File: src/rtl/core/cfp_pkg.sv
package cfp_pkg;

  // Frame bytes
  localparam logic [7:0] CH_START  = 8'h4D;  // 'M'
  localparam logic [7:0] CH_I      = 8'h49;
  localparam logic [7:0] CH_C      = 8'h43;
  localparam logic [7:0] CH_T      = 8'h54;
  localparam logic [7:0] CH_R      = 8'h52;
  localparam logic [7:0] CH_V      = 8'h56;
  localparam logic [7:0] CH_H      = 8'h48;
  localparam logic [7:0] CH_N      = 8'h4E;
  localparam logic [7:0] CH_P      = 8'h50;
  localparam logic [7:0] CH_S      = 8'h53;
  localparam logic [7:0] CH_F      = 8'h46;
  localparam logic [7:0] CH_OPT_O  = 8'h4F;
  localparam logic [7:0] CH_OPT_X  = 8'h58;

  localparam logic [7:0] HOUR_LIMIT   = 8'd24;
  localparam logic [7:0] MINUTE_LIMIT = 8'd60;

  localparam int unsigned IN_DATA_W  = 8;
  localparam int unsigned OUT_DATA_W = 24;
  localparam int unsigned OUT_USER_W = 5;

  typedef enum logic [3:0] {
    KIND_INVALID = 4'd0,
    KIND_I       = 4'd1,
    KIND_C       = 4'd2,
    KIND_T       = 4'd3,
    KIND_R       = 4'd4,
    KIND_V       = 4'd5,
    KIND_H       = 4'd6,
    KIND_N       = 4'd7,
    KIND_P       = 4'd8,
    KIND_S       = 4'd9,
    KIND_F       = 4'd10
  } kind_t;

  typedef enum logic [2:0] {
    PH_HUNT,
    PH_TYPE,
    PH_VOTE,
    PH_HOUR,
    PH_MINUTE,
    PH_LENGTH,
    PH_PAYLOAD
  } phase_t;

  typedef struct packed {
    kind_t      frame_kind;
    logic [7:0] arg_first;
    logic [5:0] arg_second;
    logic [7:0] payload_index;
    logic       has_payload;
    logic       frame_last;
  } cfp_result_t;

  // Map a type byte onto its frame kind
  function automatic kind_t type_code(input logic [7:0] b);
    kind_t k;
    unique case (b)
      CH_I:    k = KIND_I;
      CH_C:    k = KIND_C;
      CH_T:    k = KIND_T;
      CH_R:    k = KIND_R;
      CH_V:    k = KIND_V;
      CH_H:    k = KIND_H;
      CH_N:    k = KIND_N;
      CH_P:    k = KIND_P;
      CH_S:    k = KIND_S;
      CH_F:    k = KIND_F;
      default: k = KIND_INVALID;
    endcase
    return k;
  endfunction

endpackage

File: src/rtl/core/cfp_in_stage.sv
module cfp_in_stage (
  input  logic       clk,
  input  logic       rst,
  input  logic       s_axis_tvalid,
  output logic       s_axis_tready,
  input  logic [7:0] s_axis_tdata,
  input  logic       advance,
  output logic       byte_valid,
  output logic [7:0] rx_byte
);
  import cfp_pkg::*;

  // Free when empty or when the held word moves on this cycle
  assign s_axis_tready = !byte_valid || advance;

  always_ff @(posedge clk) begin
    if (rst) begin
      byte_valid <= 1'b0;
    end else if (s_axis_tready) begin
      byte_valid <= s_axis_tvalid;
    end
  end

  always_ff @(posedge clk) begin
    if (s_axis_tvalid && s_axis_tready) begin
      rx_byte <= s_axis_tdata[IN_DATA_W-1:0];
    end
  end

endmodule

File: src/rtl/core/cfp_parser.sv
module cfp_parser (
  input  logic                 clk,
  input  logic                 rst,
  input  logic                 byte_valid,
  input  logic [7:0]           rx_byte,
  input  logic                 out_free,
  output logic                 advance,
  output logic                 res_valid,
  output cfp_pkg::cfp_result_t res
);
  import cfp_pkg::*;

  phase_t     phase;
  phase_t     phase_next;
  kind_t      pending_kind;
  logic [7:0] held_hour;
  logic [7:0] bytes_left;
  logic [7:0] byte_position;
  kind_t      tcode;
  logic       emit;
  logic       pay_last;

  assign tcode    = type_code(rx_byte);
  assign pay_last = (bytes_left <= 8'd1);

  // A byte moves on unless its result has nowhere to go
  assign advance   = byte_valid && (!emit || out_free);
  assign res_valid = byte_valid && emit;

  // Next phase
  always_comb begin
    phase_next = phase;
    unique case (phase)
      PH_HUNT: begin
        if (rx_byte == CH_START) phase_next = PH_TYPE;
      end
      PH_TYPE: begin
        if (tcode == KIND_V) begin
          phase_next = PH_VOTE;
        end else if (tcode == KIND_H) begin
          phase_next = PH_HOUR;
        end else if (tcode >= KIND_N) begin
          phase_next = PH_LENGTH;
        end else begin
          phase_next = PH_HUNT;
        end
      end
      PH_VOTE:   phase_next = PH_HUNT;
      PH_HOUR:   phase_next = PH_MINUTE;
      PH_MINUTE: phase_next = PH_HUNT;
      PH_LENGTH: begin
        phase_next = (rx_byte == 8'd0) ? PH_HUNT : PH_PAYLOAD;
      end
      PH_PAYLOAD: begin
        if (pay_last) phase_next = PH_HUNT;
      end
      default: phase_next = PH_HUNT;
    endcase
  end

  // Result word for the current byte
  always_comb begin
    emit = 1'b0;
    res  = '0;
    res.frame_kind = KIND_INVALID;
    res.frame_last = 1'b1;
    unique case (phase)
      PH_HUNT: ;
      PH_TYPE: begin
        if (tcode == KIND_INVALID || tcode <= KIND_R) begin
          emit = 1'b1;
          res.frame_kind = tcode;
        end
      end
      PH_VOTE: begin
        emit = 1'b1;
        if (rx_byte == CH_OPT_O || rx_byte == CH_I || rx_byte == CH_OPT_X) begin
          res.frame_kind = KIND_V;
          res.arg_first  = rx_byte;
        end
      end
      PH_HOUR: ;
      PH_MINUTE: begin
        emit = 1'b1;
        if (held_hour < HOUR_LIMIT && rx_byte < MINUTE_LIMIT) begin
          res.frame_kind = KIND_H;
          res.arg_first  = held_hour;
          res.arg_second = rx_byte[5:0];
        end
      end
      PH_LENGTH: begin
        // empty payload still reports its frame
        if (rx_byte == 8'd0) begin
          emit = 1'b1;
          res.frame_kind = pending_kind;
        end
      end
      PH_PAYLOAD: begin
        emit = 1'b1;
        res.frame_kind    = pending_kind;
        res.arg_first     = rx_byte;
        res.payload_index = byte_position;
        res.has_payload   = 1'b1;
        res.frame_last    = pay_last;
      end
      default: ;
    endcase
  end

  always_ff @(posedge clk) begin
    if (rst) begin
      phase <= PH_HUNT;
    end else if (advance) begin
      phase <= phase_next;
    end
  end

  // Frame context held across bytes
  always_ff @(posedge clk) begin
    if (rst) begin
      pending_kind  <= KIND_INVALID;
      held_hour     <= 8'd0;
      bytes_left    <= 8'd0;
      byte_position <= 8'd0;
    end else if (advance) begin
      unique case (phase)
        PH_TYPE: begin
          if (tcode >= KIND_N) pending_kind <= tcode;
        end
        PH_HOUR: held_hour <= rx_byte;
        PH_LENGTH: begin
          if (rx_byte != 8'd0) begin
            bytes_left    <= rx_byte;
            byte_position <= 8'd0;
          end
        end
        PH_PAYLOAD: begin
          bytes_left    <= bytes_left - 8'd1;
          byte_position <= byte_position + 8'd1;
        end
        default: ;
      endcase
    end
  end

endmodule

File: src/rtl/core/cfp_out_stage.sv
module cfp_out_stage (
  input  logic                 clk,
  input  logic                 rst,
  input  logic                 load,
  input  cfp_pkg::cfp_result_t res,
  output logic                 out_free,
  output logic                 m_axis_tvalid,
  input  logic                 m_axis_tready,
  output logic [23:0]          m_axis_tdata,
  output logic [4:0]           m_axis_tuser,
  output logic                 m_axis_tlast
);
  import cfp_pkg::*;

  cfp_result_t held;

  assign out_free = !m_axis_tvalid || m_axis_tready;

  always_ff @(posedge clk) begin
    if (rst) begin
      m_axis_tvalid <= 1'b0;
    end else if (load) begin
      m_axis_tvalid <= 1'b1;
    end else if (m_axis_tready) begin
      m_axis_tvalid <= 1'b0;
    end
  end

  always_ff @(posedge clk) begin
    if (load) begin
      held <= res;
    end
  end

  // Pack the held word onto the bus
  assign m_axis_tdata = {{(OUT_DATA_W - 22){1'b0}}, held.payload_index,
                         held.arg_second, held.arg_first};
  assign m_axis_tuser = {held.has_payload, held.frame_kind};
  assign m_axis_tlast = held.frame_last;

endmodule

File: src/rtl/core/command_frame_parser_top.sv
// Command frame parser. Received bytes arrive on s_axis, one word per byte; the
// parser hunts for 'M', reads a type byte and its arguments, and gives out one
// result word per completed frame, or one per payload byte for N, P, S and F
// frames, or a single word if the length is zero (tlast marks the final word
// of a frame). Bad types or arguments give an invalid word with kind 0. A byte
// is taken every cycle while the output does not stall: each byte is held in
// the input register, parsed combinationally and its result word loaded into
// the output register, which drives m_axis.
// s_axis_tready falls only while the output register holds an untaken word
// and the waiting byte has a result of its own to deliver.
module command_frame_parser_top (
  input  logic        clk,
  input  logic        rst,
  input  logic        s_axis_tvalid,
  output logic        s_axis_tready,
  input  logic [7:0]  s_axis_tdata,   // [7:0] rx_byte
  output logic        m_axis_tvalid,
  input  logic        m_axis_tready,
  output logic [23:0] m_axis_tdata,   // [7:0] arg_first, [13:8] arg_second,
                                      // [21:14] payload_index, [23:22] zero
  output logic [4:0]  m_axis_tuser,   // [3:0] frame_kind, [4] has_payload
  output logic        m_axis_tlast    // frame_last
);
  import cfp_pkg::*;

  logic        byte_valid;
  logic [7:0]  rx_byte;
  logic        advance;
  logic        out_free;
  logic        res_valid;
  cfp_result_t res;

  cfp_in_stage u_in (
    .clk           (clk),
    .rst           (rst),
    .s_axis_tvalid (s_axis_tvalid),
    .s_axis_tready (s_axis_tready),
    .s_axis_tdata  (s_axis_tdata),
    .advance       (advance),
    .byte_valid    (byte_valid),
    .rx_byte       (rx_byte)
  );

  cfp_parser u_parser (
    .clk        (clk),
    .rst        (rst),
    .byte_valid (byte_valid),
    .rx_byte    (rx_byte),
    .out_free   (out_free),
    .advance    (advance),
    .res_valid  (res_valid),
    .res        (res)
  );

  cfp_out_stage u_out (
    .clk           (clk),
    .rst           (rst),
    .load          (res_valid && advance),
    .res           (res),
    .out_free      (out_free),
    .m_axis_tvalid (m_axis_tvalid),
    .m_axis_tready (m_axis_tready),
    .m_axis_tdata  (m_axis_tdata),
    .m_axis_tuser  (m_axis_tuser),
    .m_axis_tlast  (m_axis_tlast)
  );

endmodule
File: config.mk
export PLATFORM = sky130hd
export DESIGN_NAME = command_frame_parser_top
export DESIGN_NICKNAME = d
export VERILOG_FILES = /design/src/rtl/core/cfp_pkg.sv /design/src/rtl/core/cfp_in_stage.sv /design/src/rtl/core/cfp_parser.sv /design/src/rtl/core/cfp_out_stage.sv /design/src/rtl/core/command_frame_parser_top.sv
export SDC_FILE = /design/constraint.sdc
export NUM_CORES = 1
export LEC_CHECK = 0
export BUFFER_PORTS_ARGS = -buffer_cell sky130_fd_sc_hd__buf_2
export CAP_MARGIN = 20
export CORE_ASPECT_RATIO = 0.6
export CORE_UTILIZATION = 29
export CTS_CLUSTER_SIZE = 28
export DETAILED_ROUTE_END_ITERATION = 8
export SETUP_SLACK_MARGIN = 0.02
export SYNTH_ARGS = -nofsm -noshare
export SYNTH_HDL_FRONTEND = slang
export SYNTH_SLANG_ARGS = --single-unit
export TNS_END_PERCENT = 20
File: constraint.sdc
create_clock -name clk -period 10.3 [get_ports clk]
set_input_delay 2.06 -clock clk [delete_from_list [all_inputs] [get_ports clk]]
set_output_delay 2.06 -clock clk [all_outputs]
set_load 0.03 [all_outputs]
==> flow_metrics.tcl <==
set metrics [dict create \
    slew_headroom 0.442 \
    cp_slowest_stage_delay_ns 0.31 \
    synthXorXnorAreaFrac 0.0121 \
    leakagePower_nw 1.56 \
    nNetsFinal 405 \
    grt_max_degree 43 \
    worst_pin_slew_ns 0.832 \
    powerDensity_nw_per_um2 155 \
    crit_top_cell "buf_2" \
    grt_pass1_vias 2610 \
    nFillCells 1240 \
    die_y_um 88.4 \
    synth-edff-count 36 \
    reg2reg_to "u_in.rx_byte[6]$_DFFE_PP_" \
    arrival_ns 2.79 \
    synth_simple_gate_area_frac 0.240 \
    viasPerCell 5.14 \
    core_area_um2 12100 \
    hp-class "flip-flop to flip-flop" \
    drive_above_1_share 0.185 \
    seqPwrFrac 0.466 \
    p_switching_mw 0.151 \
    synth_compound_area_frac 0.165 \
    synth_top_family_by_area "simple AND/OR/NAND/NOR gates" \
    synthMuxAreaShare 0.0389 \
    crit_cells 4 \
    area_delta_synth_final_pct 16.4 \
    routedWlPerCell_um 15.8 \
    grt_pass1_wl_mm 14.2 \
    cts_hold_buf 0 \
    layout_setup_ws_ns 5.45 \
    ant_nets 0 \
    drv_cap 0 \
    path_max_fanout 5 \
    post-route-period-util 0.470 \
    p_comb_frac 0.039 \
    synth.area.top_cells "edfxtp_1 (30%), dfxtp_1 (18%), nand2b_1 (5.2%)" \
    fin_tns_setup_ns 0 \
    period_needed_ns 4.85 \
    critPathCaptureType "output pin" \
    hold_viol_final 0 \
    cts_num_sinks 69 \
    clk_path_buf_depth 2 \
    grt.overflow.total 0 \
    synth-main-ff-cell "edfxtp_1" \
    initial_core_util 0.298 \
    dp_cells 544 \
    hold_start "u_parser.held_hour[6]$_SDFFE_PP0P_" \
    ir_worst_vdd_uv 94.1 \
    max_clock_freq_ghz 0.206 \
    syn_area_per_cell_um2 9.85 \
    crit_family "simple AND/OR/NAND/NOR gates" \
    gp_congestion 0.865 \
    drc 0 \
    ys_ff_latch 69 \
    cts-root-buf "clkbuf_16" \
    synth_top_area_frac 0.300 \
    whs_path_depth 2 \
    rsz0062_at_grt "false" \
    ctsResizeCount 0 \
    r2r-start "u_in.rx_byte[4]$_DFFE_PP_" \
    final_cells 560 \
    cts_tree "built" \
    synth_top_area_cell "edfxtp_1" \
    clk_latency_ns 0.34 \
    cp_cell_sequence "buf_2, and2b_1, nand3_1, buf_2" \
    r2r_cells 5 \
    initialDrtViolationCount 222 \
    hold_end "u_parser.held_hour[6]$_SDFFE_PP0P_" \
    clock_skew_ns 0.00531 \
    synth_commonest_cells "edfxtp_1 (36), dfxtp_1 (33), nand2b_1 (30), nand2_1 (26), clkbuf_1 (22)" \
    die-area_um2 12900 \
    crit_buf_inv 2 \
    die_x_um 146 \
    sw_frac_of_total 0.233 \
    p_clk_frac 0.495 \
    diodes 0 \
    synth_cells 366 \
    status "complete, no violations" \
    rrSetupSlack_ns 7.28 \
    yosysSeqAreaShare 0.483 \
    grt_usage 0.145 \
    ios 44 \
    final_area_um2 4200 \
    wl_mm 8.86 \
    maxSlewViolCount 0 \
    synth-adder-area-share 0.0104 \
    cts_setup_buffers 0 \
    worst-setup-path-type "primary input to output pin" \
    critPathLaunchType "primary input" \
    synth.most_common_cell "edfxtp_1" \
    netlist-cell-type-count 65 \
    rows 31 \
    dp_hpwl_mm 6.35 \
    cts_buffers 9 \
    drt_first_pass_iters 4 \
    p_int_mw 0.497 \
    antenna_found_initial 0 \
    h-tree-depth 3 \
    port_buffers 41 \
    setup_viol 0 \
    ys_warn_count 0 \
    clk_pin_slew_ns 0.06 \
    vias 2877 \
    dp_slack_ns 5.47 \
    crit_slowest_cell "and2b_1" \
    hold_ws_ns 0.471 \
    place_area_um2 3890 \
    postSynth.asyncResetShare 0 \
    syn_area_um2 3600 \
    crit_required_ns 8.24 \
]
-- power by group through the flow --
| stage | clock network, mW | logic [mW] | registers [mW] |
|---|---|---|---|
| finish | 0.321 | 0.0253 | 0.302 |
| global route | 0.336 | 0.0280 | 0.303 |
| CTS | 0.328 | 0.0250 | 0.302 |
| detailed placement | 0 | 0.0249 | 0.308 |
| global placement | 0 | 0.0243 | 0.307 |
| floorplan | 0 | 0.0262 | 0.298 |
-- state kept, by name, summed over array words and instances (netlist names) --
| register | count |
|---|---|
| u_in.byte_valid | 1 |
| u_in.rx_byte | 8 |
| u_parser.phase | 3 |
| u_parser.byte_position | 8 |
| u_out.m_axis_tlast | 1 |
| u_out.m_axis_tvalid | 1 |
| u_parser.pending_kind | 4 |
| u_out.m_axis_tdata | 22 |
| u_parser.held_hour | 8 |
| u_out.m_axis_tuser | 5 |
| u_parser.bytes_left | 8 |
-- kinds of logic after synthesis --
| group | count (synthesis) |
|---|---|
| AO/OA/AOI/OAI | 85 |
| XOR/XNOR | 5 |
| adder cells (fa/ha/maj) | 3 |
| buffers and inverters | 38 |
| flip-flops | 69 |
| multiplexers | 14 |
| other | 1 |
| AND/OR/NAND/NOR | 151 |
-- layout by cell type, fill, tap and decap left out, types with 6 or more instances in the layout --
cell type / count
a21oi_1: 19
clkbuf_16: 9
nand2b_1: 30
o21ai_0: 18
nor2_1: 21
nand2_1: 26
mux2i_1: 14
dfxtp_1: 33
edfxtp_1: 36
a22o_1: 6
and2_1: 19
inv_1: 8
nor3_1: 10
buf_2: 41
-- cell type report --
type	count	area (um2)	share of cell area
Sequential cell	69	1740	0.415
Clock buffer	10	239	0.0570
Timing Repair Buffer	42	213	0.0507
Tap cell	165	206	0.0492
Clock inverter	6	70.1	0.0167
Multi-Input combinational cell	260	1700	0.404
Inverter	8	30.0	0.00716
-- how the worst max path moves through the flow --
stage	from	to	slack, ns
floorplan	m_axis_tready	u_out.m_axis_tdata[0]$_DFFE_PP_	5.59
global placement	m_axis_tready	s_axis_tready	5.49
detailed placement	m_axis_tready	s_axis_tready	5.47
CTS	m_axis_tready	s_axis_tready	5.46
global route	m_axis_tready	s_axis_tready	5.40
finish	m_axis_tready	s_axis_tready	5.45
-- worst register-to-register path: cells and delay by family (launching register included) --
kind | cells | cell delay [ns]
and+or+nand+nor | 2 | 0.80
AOI/OAI and AO/OA | 3 | 1.10
DFF | 1 | 0.76
-- per-stage QoR --
stage / utilization / power [mW]
after floorplan: - / 0.324
after global placement: 0.321 / 0.331
after detailed placement: 0.321 / 0.332
after CTS: 0.347 / 0.655
after global routing: 0.347 / 0.667
final: 0.347 / 0.648
-- layer usage --
| metal | GRT usage | wire, um | part of all wire |
|---|---|---|---|
| met5 | 0 | 0 | 0 |
| met2 | 0.183 | 3190 | 0.36 |
| met4 | 0.0469 | 98 | 0.011 |
| met1 | 0.221 | 4820 | 0.54 |
| met3 | 0.0495 | 751 | 0.085 |
Note: power is estimated with default switching activity, not from simulation.
